==> src/hw/rtl/civil_date_seconds_converter_macros.svh <==
// assertion helpers for the date and seconds converter
`ifndef CIVIL_DATE_SECONDS_CONVERTER_MACROS_SVH
`define CIVIL_DATE_SECONDS_CONVERTER_MACROS_SVH

// same-cycle implication, held off during reset
`define CDSC_ASSERT_IMPL(name, clock, reset, cond, expr) \
  name: assert property (@(posedge clock) disable iff (reset) (cond) |-> (expr)) \
    else $error("cdsc assertion failed");

// next-cycle implication, held off during reset
`define CDSC_ASSERT_NEXT(name, clock, reset, cond, expr) \
  name: assert property (@(posedge clock) disable iff (reset) (cond) |=> (expr)) \
    else $error("cdsc assertion failed");

`endif

==> src/hw/rtl/cdsc_pkg.sv <==
`timescale 1ns / 1ps
`default_nettype none

package cdsc_pkg;

  // pipeline depth shared by both conversion paths
  localparam int STAGES = 10;

  // calendar limits
  localparam logic [13:0] MIN_YEAR_RESET = 14'd2024;
  localparam logic [13:0] MAX_YEAR       = 14'd9999;
  localparam logic [13:0] EPOCH_YEAR     = 14'd1970;
  localparam logic [37:0] MAX_SECONDS    = 38'd253402300799;

  // day and time constants
  localparam logic [19:0] EPOCH_SHIFT_DAYS = 20'd719468;
  localparam logic [17:0] DAYS_PER_ERA     = 18'd146097;
  localparam logic [17:0] DAYS_PER_CENT    = 18'd36524;
  localparam logic [17:0] LAST_DAY_OF_ERA  = 18'd146096;
  localparam logic [8:0]  DAYS_PER_YEAR    = 9'd365;
  localparam logic [8:0]  YEARS_PER_ERA    = 9'd400;
  localparam logic [6:0]  YEARS_PER_CENT   = 7'd100;
  localparam logic [16:0] SECS_PER_DAY     = 17'd86400;
  localparam logic [11:0] SECS_PER_HOUR    = 12'd3600;
  localparam logic [5:0]  SECS_PER_MIN     = 6'd60;
  localparam logic [9:0]  SECS_DAY_ODD     = 10'd675;  // 86400 = 675 * 128

  // reciprocals for constant divides: q = (x * R) >> S, exact over the input width
  localparam logic [12:0] RECIP_100_Y = 13'd5243;       // x < 2^14, shift 19
  localparam logic [31:0] RECIP_675   = 32'd3257812231; // x < 2^31, shift 41
  localparam logic [22:0] RECIP_ERA   = 23'd7525902;    // x < 2^23, shift 40
  localparam logic [13:0] RECIP_225   = 14'd9321;       // x < 2^13, shift 21
  localparam logic [10:0] RECIP_15    = 11'd1093;       // x < 2^10, shift 14
  localparam logic [16:0] RECIP_365_S = 17'd91930;      // x < 2^16, shift 25
  localparam logic [18:0] RECIP_365_L = 19'd367720;     // x < 2^18, shift 27
  localparam logic [9:0]  RECIP_100_E = 10'd656;        // x < 2^9, shift 16
  localparam logic [12:0] RECIP_153   = 13'd6854;       // x < 2^12, shift 20

  // one stage enable per pipeline stage
  typedef logic [STAGES-1:0] stage_en_t;

  // civil date and time of day
  typedef struct packed {
    logic [13:0] year;
    logic [3:0]  month;
    logic [4:0]  day;
    logic [4:0]  hour;
    logic [5:0]  minute;
    logic [5:0]  second;
  } date_t;

  // days from march 1 to the first of the month, month counted from march
  function automatic logic [8:0] month_start(input logic [3:0] mshift);
    logic [8:0] r;
    unique case (mshift)
      4'd0:    r = 9'd0;
      4'd1:    r = 9'd31;
      4'd2:    r = 9'd61;
      4'd3:    r = 9'd92;
      4'd4:    r = 9'd122;
      4'd5:    r = 9'd153;
      4'd6:    r = 9'd184;
      4'd7:    r = 9'd214;
      4'd8:    r = 9'd245;
      4'd9:    r = 9'd275;
      4'd10:   r = 9'd306;
      4'd11:   r = 9'd337;
      default: r = 9'd0;
    endcase
    return r;
  endfunction

  // length of a calendar month
  function automatic logic [4:0] month_days(input logic [3:0] mo, input logic leap);
    logic [4:0] r;
    unique case (mo) inside
      4'd2:                    r = leap ? 5'd29 : 5'd28;
      4'd4, 4'd6, 4'd9, 4'd11: r = 5'd30;
      default:                 r = 5'd31;
    endcase
    return r;
  endfunction

endpackage

`default_nettype wire

==> src/hw/rtl/cdsc_if.sv <==
`timescale 1ns / 1ps
`default_nettype none

// request channel
interface cdsc_req_if;
  logic        valid;
  logic        ready;
  logic        req_type;
  logic [13:0] year;
  logic [3:0]  month;
  logic [4:0]  day;
  logic [4:0]  hour;
  logic [5:0]  minute;
  logic [5:0]  second;
  logic [37:0] seconds_in;

  modport source (
    output valid, req_type, year, month, day, hour, minute, second, seconds_in,
    input  ready
  );
  modport sink (
    input  valid, req_type, year, month, day, hour, minute, second, seconds_in,
    output ready
  );
endinterface

// result channel
interface cdsc_res_if;
  logic        valid;
  logic        ready;
  logic        valid_res;
  logic [37:0] seconds_out;
  logic [13:0] year_out;
  logic [3:0]  month_out;
  logic [4:0]  day_out;
  logic [4:0]  hour_out;
  logic [5:0]  minute_out;
  logic [5:0]  second_out;

  modport source (
    output valid, valid_res, seconds_out, year_out, month_out, day_out,
           hour_out, minute_out, second_out,
    input  ready
  );
  modport sink (
    input  valid, valid_res, seconds_out, year_out, month_out, day_out,
           hour_out, minute_out, second_out,
    output ready
  );
endinterface

`default_nettype wire

==> src/hw/rtl/cdsc_to_secs.sv <==
`timescale 1ns / 1ps
`default_nettype none

// date and time to seconds since 1970, three working stages then a delay line
module cdsc_to_secs (
  input  wire logic                clk,
  input  wire cdsc_pkg::stage_en_t en,
  input  wire cdsc_pkg::date_t     date,
  input  wire logic [13:0]         min_year,
  output logic                     ok,
  output logic [37:0]              seconds
);

  localparam int LAST = cdsc_pkg::STAGES - 1;

  // stage 0: range checks, march-based year, divide-by-100 products
  logic        early;
  logic [13:0] y_c;
  logic        ok0;
  logic [13:0] y0;
  logic [13:0] yr0;
  logic [26:0] prod_y0;
  logic [26:0] prod_yr0;
  logic [3:0]  mo0;
  logic [4:0]  dy0;
  logic [4:0]  hr0;
  logic [5:0]  mi0;
  logic [5:0]  se0;

  assign early = date.month <= 4'd2;
  assign y_c   = 14'(date.year - 14'(early));

  always_ff @(posedge clk) begin
    if (en[0]) begin
      ok0 <= date.month >= 4'd1 && date.month <= 4'd12 &&
             date.year <= cdsc_pkg::MAX_YEAR && date.year >= cdsc_pkg::EPOCH_YEAR &&
             date.year >= min_year && date.day != 5'd0 &&
             date.hour <= 5'd23 && date.minute <= 6'd59 && date.second <= 6'd59;
      y0       <= y_c;
      yr0      <= date.year;
      prod_y0  <= 27'(y_c) * 27'(cdsc_pkg::RECIP_100_Y);
      prod_yr0 <= 27'(date.year) * 27'(cdsc_pkg::RECIP_100_Y);
      mo0      <= date.month;
      dy0      <= date.day;
      hr0      <= date.hour;
      mi0      <= date.minute;
      se0      <= date.second;
    end
  end

  // stage 1: leap rule, month length, day count and time of day
  logic [7:0]  q_y;
  logic [7:0]  q_yr;
  logic [6:0]  rem_yr;
  logic        leap;
  logic [3:0]  mshift;
  logic [22:0] days_c;
  logic [16:0] tod_c;
  logic        ok1;
  logic [21:0] days1;
  logic [16:0] tod1;

  assign q_y    = prod_y0[26:19];
  assign q_yr   = prod_yr0[26:19];
  assign rem_yr = 7'(yr0 - 14'(q_yr) * 14'(cdsc_pkg::YEARS_PER_CENT));
  assign leap   = yr0[1:0] == 2'd0 && (rem_yr != 7'd0 || q_yr[1:0] == 2'd0);
  assign mshift = (mo0 > 4'd2) ? 4'(mo0 - 4'd3) : 4'(mo0 + 4'd9);

  assign days_c = 23'(y0) * 23'(cdsc_pkg::DAYS_PER_YEAR) + 23'(y0[13:2]) - 23'(q_y) +
                  23'(q_y[7:2]) + 23'(cdsc_pkg::month_start(mshift)) + 23'(dy0) -
                  23'd1 - 23'(cdsc_pkg::EPOCH_SHIFT_DAYS);
  assign tod_c  = 17'(hr0) * 17'(cdsc_pkg::SECS_PER_HOUR) +
                  17'(mi0) * 17'(cdsc_pkg::SECS_PER_MIN) + 17'(se0);

  always_ff @(posedge clk) begin
    if (en[1]) begin
      ok1   <= ok0 && dy0 <= cdsc_pkg::month_days(mo0, leap);
      days1 <= days_c[21:0];
      tod1  <= tod_c;
    end
  end

  // stage 2: scale days to seconds, then carry to the output stage
  logic        ok_pipe   [2:LAST];
  logic [37:0] secs_pipe [2:LAST];

  always_ff @(posedge clk) begin
    if (en[2]) begin
      ok_pipe[2]   <= ok1;
      secs_pipe[2] <= 38'(39'(days1) * 39'(cdsc_pkg::SECS_PER_DAY) + 39'(tod1));
    end
    for (int k = 3; k <= LAST; k++) begin
      if (en[k]) begin
        ok_pipe[k]   <= ok_pipe[k-1];
        secs_pipe[k] <= secs_pipe[k-1];
      end
    end
  end

  assign ok      = ok_pipe[LAST];
  assign seconds = secs_pipe[LAST];

endmodule

`default_nettype wire

==> src/hw/rtl/cdsc_to_date.sv <==
`timescale 1ns / 1ps
`default_nettype none

// seconds since 1970 to date and time, a chain of constant divides spread over the stages
module cdsc_to_date (
  input  wire logic                clk,
  input  wire cdsc_pkg::stage_en_t en,
  input  wire logic [37:0]         seconds_in,
  output logic                     ok,
  output cdsc_pkg::date_t          date
);

  localparam int LAST = cdsc_pkg::STAGES - 1;
  localparam logic [17:0] CENT2 = 18'(2 * cdsc_pkg::DAYS_PER_CENT);
  localparam logic [17:0] CENT3 = 18'(3 * cdsc_pkg::DAYS_PER_CENT);

  logic ok_pipe [0:LAST];

  always_ff @(posedge clk) begin
    if (en[0]) begin
      ok_pipe[0] <= seconds_in <= cdsc_pkg::MAX_SECONDS;
    end
    for (int k = 1; k <= LAST; k++) begin
      if (en[k]) begin
        ok_pipe[k] <= ok_pipe[k-1];
      end
    end
  end

  // stage 0: day count, seconds / 86400 as (seconds / 128) / 675
  logic [62:0] prod_days;
  logic [21:0] days0;
  logic [16:0] slo0;

  assign prod_days = 63'(seconds_in[37:7]) * 63'(cdsc_pkg::RECIP_675);

  always_ff @(posedge clk) begin
    if (en[0]) begin
      days0 <= prod_days[62:41];
      slo0  <= seconds_in[16:0];
    end
  end

  // stage 1: shift to a march-based day count, seconds of the day
  logic [9:0]  day_lo;
  logic [22:0] z1;
  logic [16:0] sod1;

  assign day_lo = 10'(days0[9:0] * cdsc_pkg::SECS_DAY_ODD);

  always_ff @(posedge clk) begin
    if (en[1]) begin
      z1   <= 23'(days0) + 23'(cdsc_pkg::EPOCH_SHIFT_DAYS);
      sod1 <= 17'(slo0 - {day_lo, 7'd0});
    end
  end

  // stage 2: era and hour
  logic [45:0] prod_era;
  logic [26:0] prod_hr;
  logic [22:0] z2;
  logic [5:0]  era2;
  logic [16:0] sod2;
  logic [4:0]  hr_pipe [2:LAST];

  assign prod_era = 46'(z1) * 46'(cdsc_pkg::RECIP_ERA);
  assign prod_hr  = 27'(sod1[16:4]) * 27'(cdsc_pkg::RECIP_225);

  always_ff @(posedge clk) begin
    if (en[2]) begin
      z2         <= z1;
      era2       <= prod_era[45:40];
      sod2       <= sod1;
      hr_pipe[2] <= prod_hr[25:21];
    end
    for (int k = 3; k <= LAST; k++) begin
      if (en[k]) begin
        hr_pipe[k] <= hr_pipe[k-1];
      end
    end
  end

  // stage 3: day of era, seconds within the hour
  logic [17:0] doe3;
  logic [5:0]  era3;
  logic [11:0] remh3;

  always_ff @(posedge clk) begin
    if (en[3]) begin
      doe3  <= 18'(24'(z2) - 24'(era2) * 24'(cdsc_pkg::DAYS_PER_ERA));
      era3  <= era2;
      remh3 <= 12'(sod2 - 17'(hr_pipe[2]) * 17'(cdsc_pkg::SECS_PER_HOUR));
    end
  end

  // stage 4: leap corrections of the era and minute
  logic [32:0] prod_a;
  logic [20:0] prod_mn;
  logic [17:0] doe4;
  logic [5:0]  era4;
  logic [11:0] remh4;
  logic [7:0]  a4;
  logic [2:0]  b4;
  logic        c4;
  logic [5:0]  mn_pipe [4:LAST];

  assign prod_a  = 33'(doe3[17:2]) * 33'(cdsc_pkg::RECIP_365_S);
  assign prod_mn = 21'(remh3[11:2]) * 21'(cdsc_pkg::RECIP_15);

  always_ff @(posedge clk) begin
    if (en[4]) begin
      doe4       <= doe3;
      era4       <= era3;
      remh4      <= remh3;
      a4         <= prod_a[32:25];
      b4         <= 3'(doe3 >= cdsc_pkg::DAYS_PER_CENT) + 3'(doe3 >= CENT2) +
                    3'(doe3 >= CENT3) + 3'(doe3 >= cdsc_pkg::LAST_DAY_OF_ERA);
      c4         <= doe3 >= cdsc_pkg::LAST_DAY_OF_ERA;
      mn_pipe[4] <= prod_mn[19:14];
    end
    for (int k = 5; k <= LAST; k++) begin
      if (en[k]) begin
        mn_pipe[k] <= mn_pipe[k-1];
      end
    end
  end

  // stage 5: day count with leap days removed, second
  logic [17:0] t5;
  logic [17:0] doe5;
  logic [5:0]  era5;
  logic [5:0]  sec_pipe [5:LAST];

  always_ff @(posedge clk) begin
    if (en[5]) begin
      t5          <= 18'(doe4 - 18'(a4) + 18'(b4) - 18'(c4));
      doe5        <= doe4;
      era5        <= era4;
      sec_pipe[5] <= 6'(remh4 - 12'(mn_pipe[4]) * 12'(cdsc_pkg::SECS_PER_MIN));
    end
    for (int k = 6; k <= LAST; k++) begin
      if (en[k]) begin
        sec_pipe[k] <= sec_pipe[k-1];
      end
    end
  end

  // stage 6: year of era
  logic [36:0] prod_yoe;
  logic [8:0]  yoe6;
  logic [17:0] doe6;
  logic [5:0]  era6;

  assign prod_yoe = 37'(t5) * 37'(cdsc_pkg::RECIP_365_L);

  always_ff @(posedge clk) begin
    if (en[6]) begin
      yoe6 <= prod_yoe[35:27];
      doe6 <= doe5;
      era6 <= era5;
    end
  end

  // stage 7: day of the march-based year, march-based year
  logic [18:0] prod_q;
  logic [2:0]  q100;
  logic [17:0] year_days;
  logic [8:0]  doy7;
  logic [13:0] y7;

  assign prod_q    = 19'(yoe6) * 19'(cdsc_pkg::RECIP_100_E);
  assign q100      = prod_q[18:16];
  assign year_days = 18'(yoe6) * 18'(cdsc_pkg::DAYS_PER_YEAR) + 18'(yoe6[8:2]) - 18'(q100);

  always_ff @(posedge clk) begin
    if (en[7]) begin
      doy7 <= 9'(doe6 - year_days);
      y7   <= 14'(14'(yoe6) + 14'(era6) * 14'(cdsc_pkg::YEARS_PER_ERA));
    end
  end

  // stage 8: month counted from march
  logic [11:0] mp_num;
  logic [24:0] prod_mp;
  logic [3:0]  mp8;
  logic [8:0]  doy8;
  logic [13:0] y8;

  assign mp_num  = 12'(12'(doy7) * 12'd5 + 12'd2);
  assign prod_mp = 25'(mp_num) * 25'(cdsc_pkg::RECIP_153);

  always_ff @(posedge clk) begin
    if (en[8]) begin
      mp8  <= prod_mp[23:20];
      doy8 <= doy7;
      y8   <= y7;
    end
  end

  // stage 9: calendar month, day and year
  logic [3:0]  m_c;
  logic [13:0] year9;
  logic [3:0]  month9;
  logic [4:0]  day9;

  assign m_c = (mp8 < 4'd10) ? 4'(mp8 + 4'd3) : 4'(mp8 - 4'd9);

  always_ff @(posedge clk) begin
    if (en[9]) begin
      year9  <= 14'(y8 + 14'(m_c <= 4'd2));
      month9 <= m_c;
      day9   <= 5'(doy8 - cdsc_pkg::month_start(mp8) + 9'd1);
    end
  end

  assign ok          = ok_pipe[LAST];
  assign date.year   = year9;
  assign date.month  = month9;
  assign date.day    = day9;
  assign date.hour   = hr_pipe[LAST];
  assign date.minute = mn_pipe[LAST];
  assign date.second = sec_pipe[LAST];

endmodule

`default_nettype wire

==> src/hw/rtl/civil_date_seconds_converter.sv <==
// channel  side  handshake          payload
// req      in    valid / ready      req_type, year .. second, seconds_in
// res      out   valid / ready      valid_res, seconds_out, year_out .. second_out
// cfg      in    cfg_we, no wait    cfg_wdata -> min_year
//
// one beat per cycle sustained while res takes its results; a result is offered once
// its beat reaches the last register stage; depth is set by the seconds to date divide chain,
// spread over ten register stages, with the date to seconds side padded to match.
// reset clears the stage valid bits and loads min_year with 2024; there is no memory.
// each stage holds while the one after it is full and stalled, so bubbles close up;
// req.ready drops only when every stage holds a beat and res is not taken.
`timescale 1ns / 1ps
`default_nettype none
`include "civil_date_seconds_converter_macros.svh"

module civil_date_seconds_converter (
  input  wire logic        clk,
  input  wire logic        rst,
  input  wire logic        cfg_we,
  input  wire logic [13:0] cfg_wdata,
  cdsc_req_if.sink         req,
  cdsc_res_if.source       res
);

  localparam int LAST = cdsc_pkg::STAGES - 1;

  // configuration register
  logic [13:0] min_year;

  always_ff @(posedge clk) begin
    if (rst) begin
      min_year <= cdsc_pkg::MIN_YEAR_RESET;
    end else if (cfg_we) begin
      min_year <= cfg_wdata;
    end
  end

  // stage enables: a stage loads when it is empty or the next one moves
  cdsc_pkg::stage_en_t en;
  logic [LAST:0]       v;
  logic [LAST:0]       rq;

  always_comb begin
    en[LAST] = !v[LAST] || res.ready;
    for (int k = LAST - 1; k >= 0; k--) begin
      en[k] = !v[k] || en[k+1];
    end
  end

  assign req.ready = en[0];

  // stage valid bits
  always_ff @(posedge clk) begin
    if (rst) begin
      v <= '0;
    end else begin
      if (en[0]) begin
        v[0] <= req.valid;
      end
      for (int k = 1; k <= LAST; k++) begin
        if (en[k]) begin
          v[k] <= v[k-1];
        end
      end
    end
  end

  // direction travels with each beat
  always_ff @(posedge clk) begin
    if (en[0]) begin
      rq[0] <= req.req_type;
    end
    for (int k = 1; k <= LAST; k++) begin
      if (en[k]) begin
        rq[k] <= rq[k-1];
      end
    end
  end

  // both directions run on every beat
  cdsc_pkg::date_t req_date;
  cdsc_pkg::date_t d_date;
  logic            s_ok;
  logic [37:0]     s_secs;
  logic            d_ok;

  assign req_date = '{year: req.year, month: req.month, day: req.day,
                      hour: req.hour, minute: req.minute, second: req.second};

  cdsc_to_secs u_secs (
    .clk      (clk),
    .en       (en),
    .date     (req_date),
    .min_year (min_year),
    .ok       (s_ok),
    .seconds  (s_secs)
  );

  cdsc_to_date u_date (
    .clk        (clk),
    .en         (en),
    .seconds_in (req.seconds_in),
    .ok         (d_ok),
    .date       (d_date)
  );

  // pick the result of the requested direction, zero the unused fields
  logic to_date;
  logic secs_good;
  logic date_good;

  assign to_date   = rq[LAST];
  assign secs_good = !to_date && s_ok;
  assign date_good = to_date && d_ok;

  assign res.valid       = v[LAST];
  assign res.valid_res   = to_date ? d_ok : s_ok;
  assign res.seconds_out = secs_good ? s_secs : '0;
  assign res.year_out    = date_good ? d_date.year : '0;
  assign res.month_out   = date_good ? d_date.month : '0;
  assign res.day_out     = date_good ? d_date.day : '0;
  assign res.hour_out    = date_good ? d_date.hour : '0;
  assign res.minute_out  = date_good ? d_date.minute : '0;
  assign res.second_out  = date_good ? d_date.second : '0;

  // result field summaries for the checks
  logic res_blank;
  logic date_sane;

  assign res_blank = res.seconds_out == '0 && res.year_out == '0 && res.month_out == '0;
  assign date_sane = res.month_out >= 4'd1 && res.month_out <= 4'd12 && res.day_out != 5'd0;

  // checks
  `CDSC_ASSERT_IMPL(a_full_stall, clk, rst, (&v) && !res.ready, !req.ready)
  `CDSC_ASSERT_IMPL(a_reject_zero, clk, rst, res.valid && !res.valid_res, res_blank)
  `CDSC_ASSERT_IMPL(a_date_fields, clk, rst, res.valid && res.valid_res && to_date, date_sane)
  `CDSC_ASSERT_NEXT(a_cfg_write, clk, rst, cfg_we, min_year == $past(cfg_wdata))

endmodule

`default_nettype wire

==> src/flat_wrapper.sv <==
// flat-port wrapper written by rule: the top's interface ports become plain ports
module civil_date_seconds_converter_flat 
  (clk, rst, cfg_we, cfg_wdata, req_valid, req_req_type, req_year, req_month, req_day, req_hour, req_minute, req_second, req_seconds_in, req_ready, res_valid, res_valid_res, res_seconds_out, res_year_out, res_month_out, res_day_out, res_hour_out, res_minute_out, res_second_out, res_ready);
  cdsc_req_if req_i ();
  cdsc_res_if res_i ();
  input  wire logic clk;
  input  wire logic rst;
  input  wire logic cfg_we;
  input  wire logic [13:0] cfg_wdata;
  input wire logic [$bits(req_i.valid)-1:0] req_valid;
  input wire logic [$bits(req_i.req_type)-1:0] req_req_type;
  input wire logic [$bits(req_i.year)-1:0] req_year;
  input wire logic [$bits(req_i.month)-1:0] req_month;
  input wire logic [$bits(req_i.day)-1:0] req_day;
  input wire logic [$bits(req_i.hour)-1:0] req_hour;
  input wire logic [$bits(req_i.minute)-1:0] req_minute;
  input wire logic [$bits(req_i.second)-1:0] req_second;
  input wire logic [$bits(req_i.seconds_in)-1:0] req_seconds_in;
  output wire logic [$bits(req_i.ready)-1:0] req_ready;
  output wire logic [$bits(res_i.valid)-1:0] res_valid;
  output wire logic [$bits(res_i.valid_res)-1:0] res_valid_res;
  output wire logic [$bits(res_i.seconds_out)-1:0] res_seconds_out;
  output wire logic [$bits(res_i.year_out)-1:0] res_year_out;
  output wire logic [$bits(res_i.month_out)-1:0] res_month_out;
  output wire logic [$bits(res_i.day_out)-1:0] res_day_out;
  output wire logic [$bits(res_i.hour_out)-1:0] res_hour_out;
  output wire logic [$bits(res_i.minute_out)-1:0] res_minute_out;
  output wire logic [$bits(res_i.second_out)-1:0] res_second_out;
  input wire logic [$bits(res_i.ready)-1:0] res_ready;
  assign req_i.valid = req_valid;
  assign req_i.req_type = req_req_type;
  assign req_i.year = req_year;
  assign req_i.month = req_month;
  assign req_i.day = req_day;
  assign req_i.hour = req_hour;
  assign req_i.minute = req_minute;
  assign req_i.second = req_second;
  assign req_i.seconds_in = req_seconds_in;
  assign req_ready = req_i.ready;
  assign res_valid = res_i.valid;
  assign res_valid_res = res_i.valid_res;
  assign res_seconds_out = res_i.seconds_out;
  assign res_year_out = res_i.year_out;
  assign res_month_out = res_i.month_out;
  assign res_day_out = res_i.day_out;
  assign res_hour_out = res_i.hour_out;
  assign res_minute_out = res_i.minute_out;
  assign res_second_out = res_i.second_out;
  assign res_i.ready = res_ready;
  civil_date_seconds_converter u_core (.clk(clk), .rst(rst), .cfg_we(cfg_we), .cfg_wdata(cfg_wdata), .req(req_i), .res(res_i));
endmodule
==> config.mk <==
export PLATFORM = sky130hd
export DESIGN_NAME = civil_date_seconds_converter_flat
export DESIGN_NICKNAME = d
export VERILOG_FILES = /design/src/hw/rtl/cdsc_pkg.sv /design/src/hw/rtl/cdsc_if.sv /design/src/hw/rtl/cdsc_to_secs.sv /design/src/hw/rtl/cdsc_to_date.sv /design/src/hw/rtl/civil_date_seconds_converter.sv /design/src/flat_wrapper.sv
export VERILOG_INCLUDE_DIRS = /design/src /design/src/hw/rtl
export SDC_FILE = /design/constraint.sdc
export NUM_CORES = 2
export LEC_CHECK = 0
export BUFFER_PORTS_ARGS = -buffer_cell sky130_fd_sc_hd__buf_4
export CAP_MARGIN = 25
export CORE_MARGIN = 2
export CORE_UTILIZATION = 65
export DETAILED_ROUTE_END_ITERATION = 8
export HOLD_SLACK_MARGIN = 0.15
export PLACE_DENSITY = 0.82
export SLEW_MARGIN = 20
export SYNTH_ARGS = -nofsm -noshare
export SYNTH_HDL_FRONTEND = slang
export SYNTH_SLANG_ARGS = --single-unit
==> constraint.sdc <==
create_clock -name clk -period 18.2 [get_ports clk]
set_input_delay 0.91 -clock clk [delete_from_list [all_inputs] [get_ports clk]]
set_output_delay 0.91 -clock clk [all_outputs]
set_load 0.03 [all_outputs]
==> run_results.csv <==
group,metric,value,unit
placed_design,hpwlAfterDp,158,mm
detailed_routing,vias_per_cell,5.52,
detailed_routing,drtAntennaViolNets,0,
setup_path,cpPeakStageDelay,0.74,ns
floorplan,io_pins,179,
setup_path,ff2ff_setup_slack,9.59,ns
cells_and_area,drive_above_1_share,4.79,%
synthesis,synth-compound-area-share,4.93,%
setup_path,critical_path.startpoint_type,"flop",
synthesis,synthXorXnorAreaFrac,3.44,%
synthesis,async_reset_ff_share,0,%
timing,period_needed,8.61,ns
hold_path,hold_end,"u_core.u_secs.hr0[1]$_DFFE_PP_",
synthesis,synth_mux_area_share,0.134,%
synthesis,ys.flop_type,"edfxtp_1",
synthesis,ys_types,87,
floorplan,core_area,138000,um^2
global_routing,grt_pass1_wl,311,mm
detailed_routing,vias,54011,
timing,timing.final.crit_share,47.3,%
cts,cts_buffer_depth,3,
setup_path,rr_worst_depth,32,
floorplan,die_area,142000,um^2
timing,drv_slew,0,
cts,cts_buffers,92,
synthesis,synth_area,90600,um^2
hold_path,whs_path_depth,1,
placed_design,dp.cells,9606,
floorplan,row_count,136,
setup_path,arrival,9.06,ns
synthesis,yosys-top-cells-area,"edfxtp_1 (28%), ha_1 (26%), fa_1 (24%), inv_1 (8.3%), xnor2_1 (2.6%)",
global_routing,first_global_vias,59321,
synthesis,yosysWarnings,0,
cells_and_area,syn2layout_area_growth,7.37,%
cts,cts_setup_buffers,0,
timing,setup_viol,0,
timing,finalClockSkew,0.0275,ns
synthesis,yosys.area.top_type,"edfxtp_1",
setup_path,worstReg2RegEnd,"u_core.u_secs.days1[21]$_DFFE_PP_",
hold_path,hold_start,"req_hour[1]",
floorplan,fp.dieW,377,um
global_routing,grt_max_degree,82,
setup_path,rr_startpoint,"u_core.u_secs.mo0[0]$_DFFE_PP_",
cts,clock-sinks,887,
synthesis,synth-edff-count,858,
hold_path,hold_path.class,"in -> reg",
synthesis,yosys.area_share.simple,3.99,%
timing,fmax,0.116,GHz
synthesis,synth_fa_ha_area_share,50.0,%
global_routing,overflow,0,
cts,cts-root-buf,"clkbuf_16",
cts,cts.reportedPaths.clkPinSlew,0.06,ns
detailed_routing,drc,0,
cts,clk_latency,0.71,ns
cells_and_area,instances_no_fill,9777,
timing,fin_setup_tns,0,ns
cts,cts_resized,0,
status,status,"complete, no violations",
timing,relSlewSlack,33.4,%
global_routing,track_usage,28.1,%
detailed_routing,firstDrtPassIters,5,
cts,h-tree-depth,3,
detailed_routing,drt_wl_total,190,mm
cts,cts_tree,"built",
detailed_routing,routedWlPerCell,19.4,um
synthesis,syn_avg_cell_area,11.9,um^2
synthesis,yosys.area.top_type_share,28.4,%
placed_design,place_congestion,0.964,
synthesis,synth_most_common_cell,"inv_1",
setup_path,crit_path_end_kind,"flop",
detailed_routing,drtIter0Drc,2754,
setup_path,crit_fanout,11,
synthesis,yosysSeqAreaShare,29.1,%
synthesis,netlist_instances,7639,
setup_path,slowest_stage,"a2111oi_0",
cells_and_area,nNetsFinal,10978,
global_routing,antenna_found_initial,1,
cts,cts_hold_buf,0,
timing,rsz0062_at_grt,"no",
synthesis,synth_seq_cells,887,
job,maxCapViolCount,0,
floorplan,die_h,377,um
setup_path,crit_type,"reg -> reg",
timing,worst_pin_slew,0.999,ns
placed_design,io_buffer_count,178,
floorplan,start_util,65.7,%
timing,hold_viol_final,0,
synthesis,synth_top_family_by_area,"adder cells",
synthesis,synthTopCellsByCount,"inv_1 (2014), ha_1 (1894), fa_1 (1077)",
setup_path,required,18.65,ns
synthesis,syn_nets,10708,
worst max-delay path: cells and delay by family, from the launching register on:
family | cells | cell delay [ns]
adder cells (fa/ha/maj) | 8 | 3.41
AO/OA/AOI/OAI | 12 | 2.56
AND/OR/NAND/NOR | 5 | 1.03
flip-flops | 1 | 0.55
XOR/XNOR | 1 | 0.43
buffers and inverters | 6 | 0.38
cell families after synthesis:
logic type,after synthesis
compound gates,679
simple gates,696
fa+ha+maj,2971
flops,887
xor+xnor,355
mux,12
buf+inv,2039
registers in the layout, summed over array words and instances, names as in the netlist, 10 cells and up, named ones only:
register                 count
u_core.u_secs.days1         22
u_core.u_secs.secs_pipe    304
u_core.u_date.y7            14
u_core.u_date.t5            18
u_core.u_date.sec_pipe      30
u_core.u_date.doe4          18
u_core.u_date.y8            14
u_core.u_date.hr_pipe       40
u_core.u_date.year9         14
u_core.u_secs.tod1          17
u_core.rq                   10
u_core.u_date.days0         22
u_core.u_date.ok_pipe       10
u_core.u_date.mn_pipe       36
u_core.v                    10
u_core.u_date.slo0          17
u_core.u_date.sod2          12
u_core.u_date.sod1          17
u_core.min_year             14
u_core.u_date.z2            18
u_core.u_date.remh3         12
u_core.u_secs.y0            14
u_core.u_date.z1            23
u_core.u_date.doe3          18
routing by layer:
layer	GRT usage [%]	wire length, um	share of wire, %	vias up
li1	-	-	-	25476
met1	35.1	77100	41	26882
met2	50.2	97100	51	1253
met3	3.64	8490	4.5	400
met4	9.80	7360	3.9	0
met5	0	0	0	-
cells in the final DEF, fill, tap and decap left out, types with 29 or more instances in the layout:
cell type,instances
a21o_1,121
a21oi_1,207
and2_1,52
and3_1,57
buf_4,196
clkbuf_16,93
dfxtp_1,29
edfxtp_1,858
fa_1,1077
ha_1,1894
inv_1,2011
nand2_1,145
nand2b_1,29
nand3_1,67
nand4_1,37
nor2_1,145
nor2b_1,35
nor3_1,52
o21a_1,40
o21ai_0,107
o21bai_1,34
xnor2_1,269
xor2_1,84
layout make-up:
class	instances	area (um^2)
Clock inverter	51	473
Multi-Input combinational cell	4713	56600
Antenna cell	4	10.0
Clock buffer	113	2420
Tap cell	1794	2240
Fill cell	9406	40600
Inverter	2015	7570
Sequential cell	887	26300
Timing Repair Buffer	200	1540
how the worst max path moves through the flow:
stage / from / end / slack (ns) / depth (start not counted)
final: u_core.u_secs.mo0[0]$_DFFE_PP_ / u_core.u_secs.days1[21]$_DFFE_PP_ / 9.59 / 32
after global routing: u_core.u_secs.mo0[0]$_DFFE_PP_ / u_core.u_secs.days1[21]$_DFFE_PP_ / 8.78 / 32
after CTS: u_core.u_secs.mo0[0]$_DFFE_PP_ / u_core.u_secs.days1[21]$_DFFE_PP_ / 9.67 / 32
after detailed placement: u_core.u_secs.mo0[0]$_DFFE_PP_ / u_core.u_secs.days1[21]$_DFFE_PP_ / 9.70 / 32
after global placement: u_core.u_secs.mo0[0]$_DFFE_PP_ / u_core.u_secs.days1[21]$_DFFE_PP_ / 9.86 / 32
after floorplan: res_ready / u_core.rq[0]$_DFFE_PP_ / 7.03 / 8
through the flow:
step                      hold WS, ns  worst slack [ns]  utilization (%)  cell area, um^2
after floorplan                 0.400              7.03                -            90600
after global placement          0.400              9.86             68.4            94300
after detailed placement        0.405              9.70             68.4            94300
after CTS                       0.359              9.67             70.5            97200
after global routing            0.372              8.78             70.5            97200
final                           0.392              9.59             70.6            97200
Power is left out: the tool's default activity adds up to more than one toggle a clock period on the data nets, which glitch-free logic cannot reach.
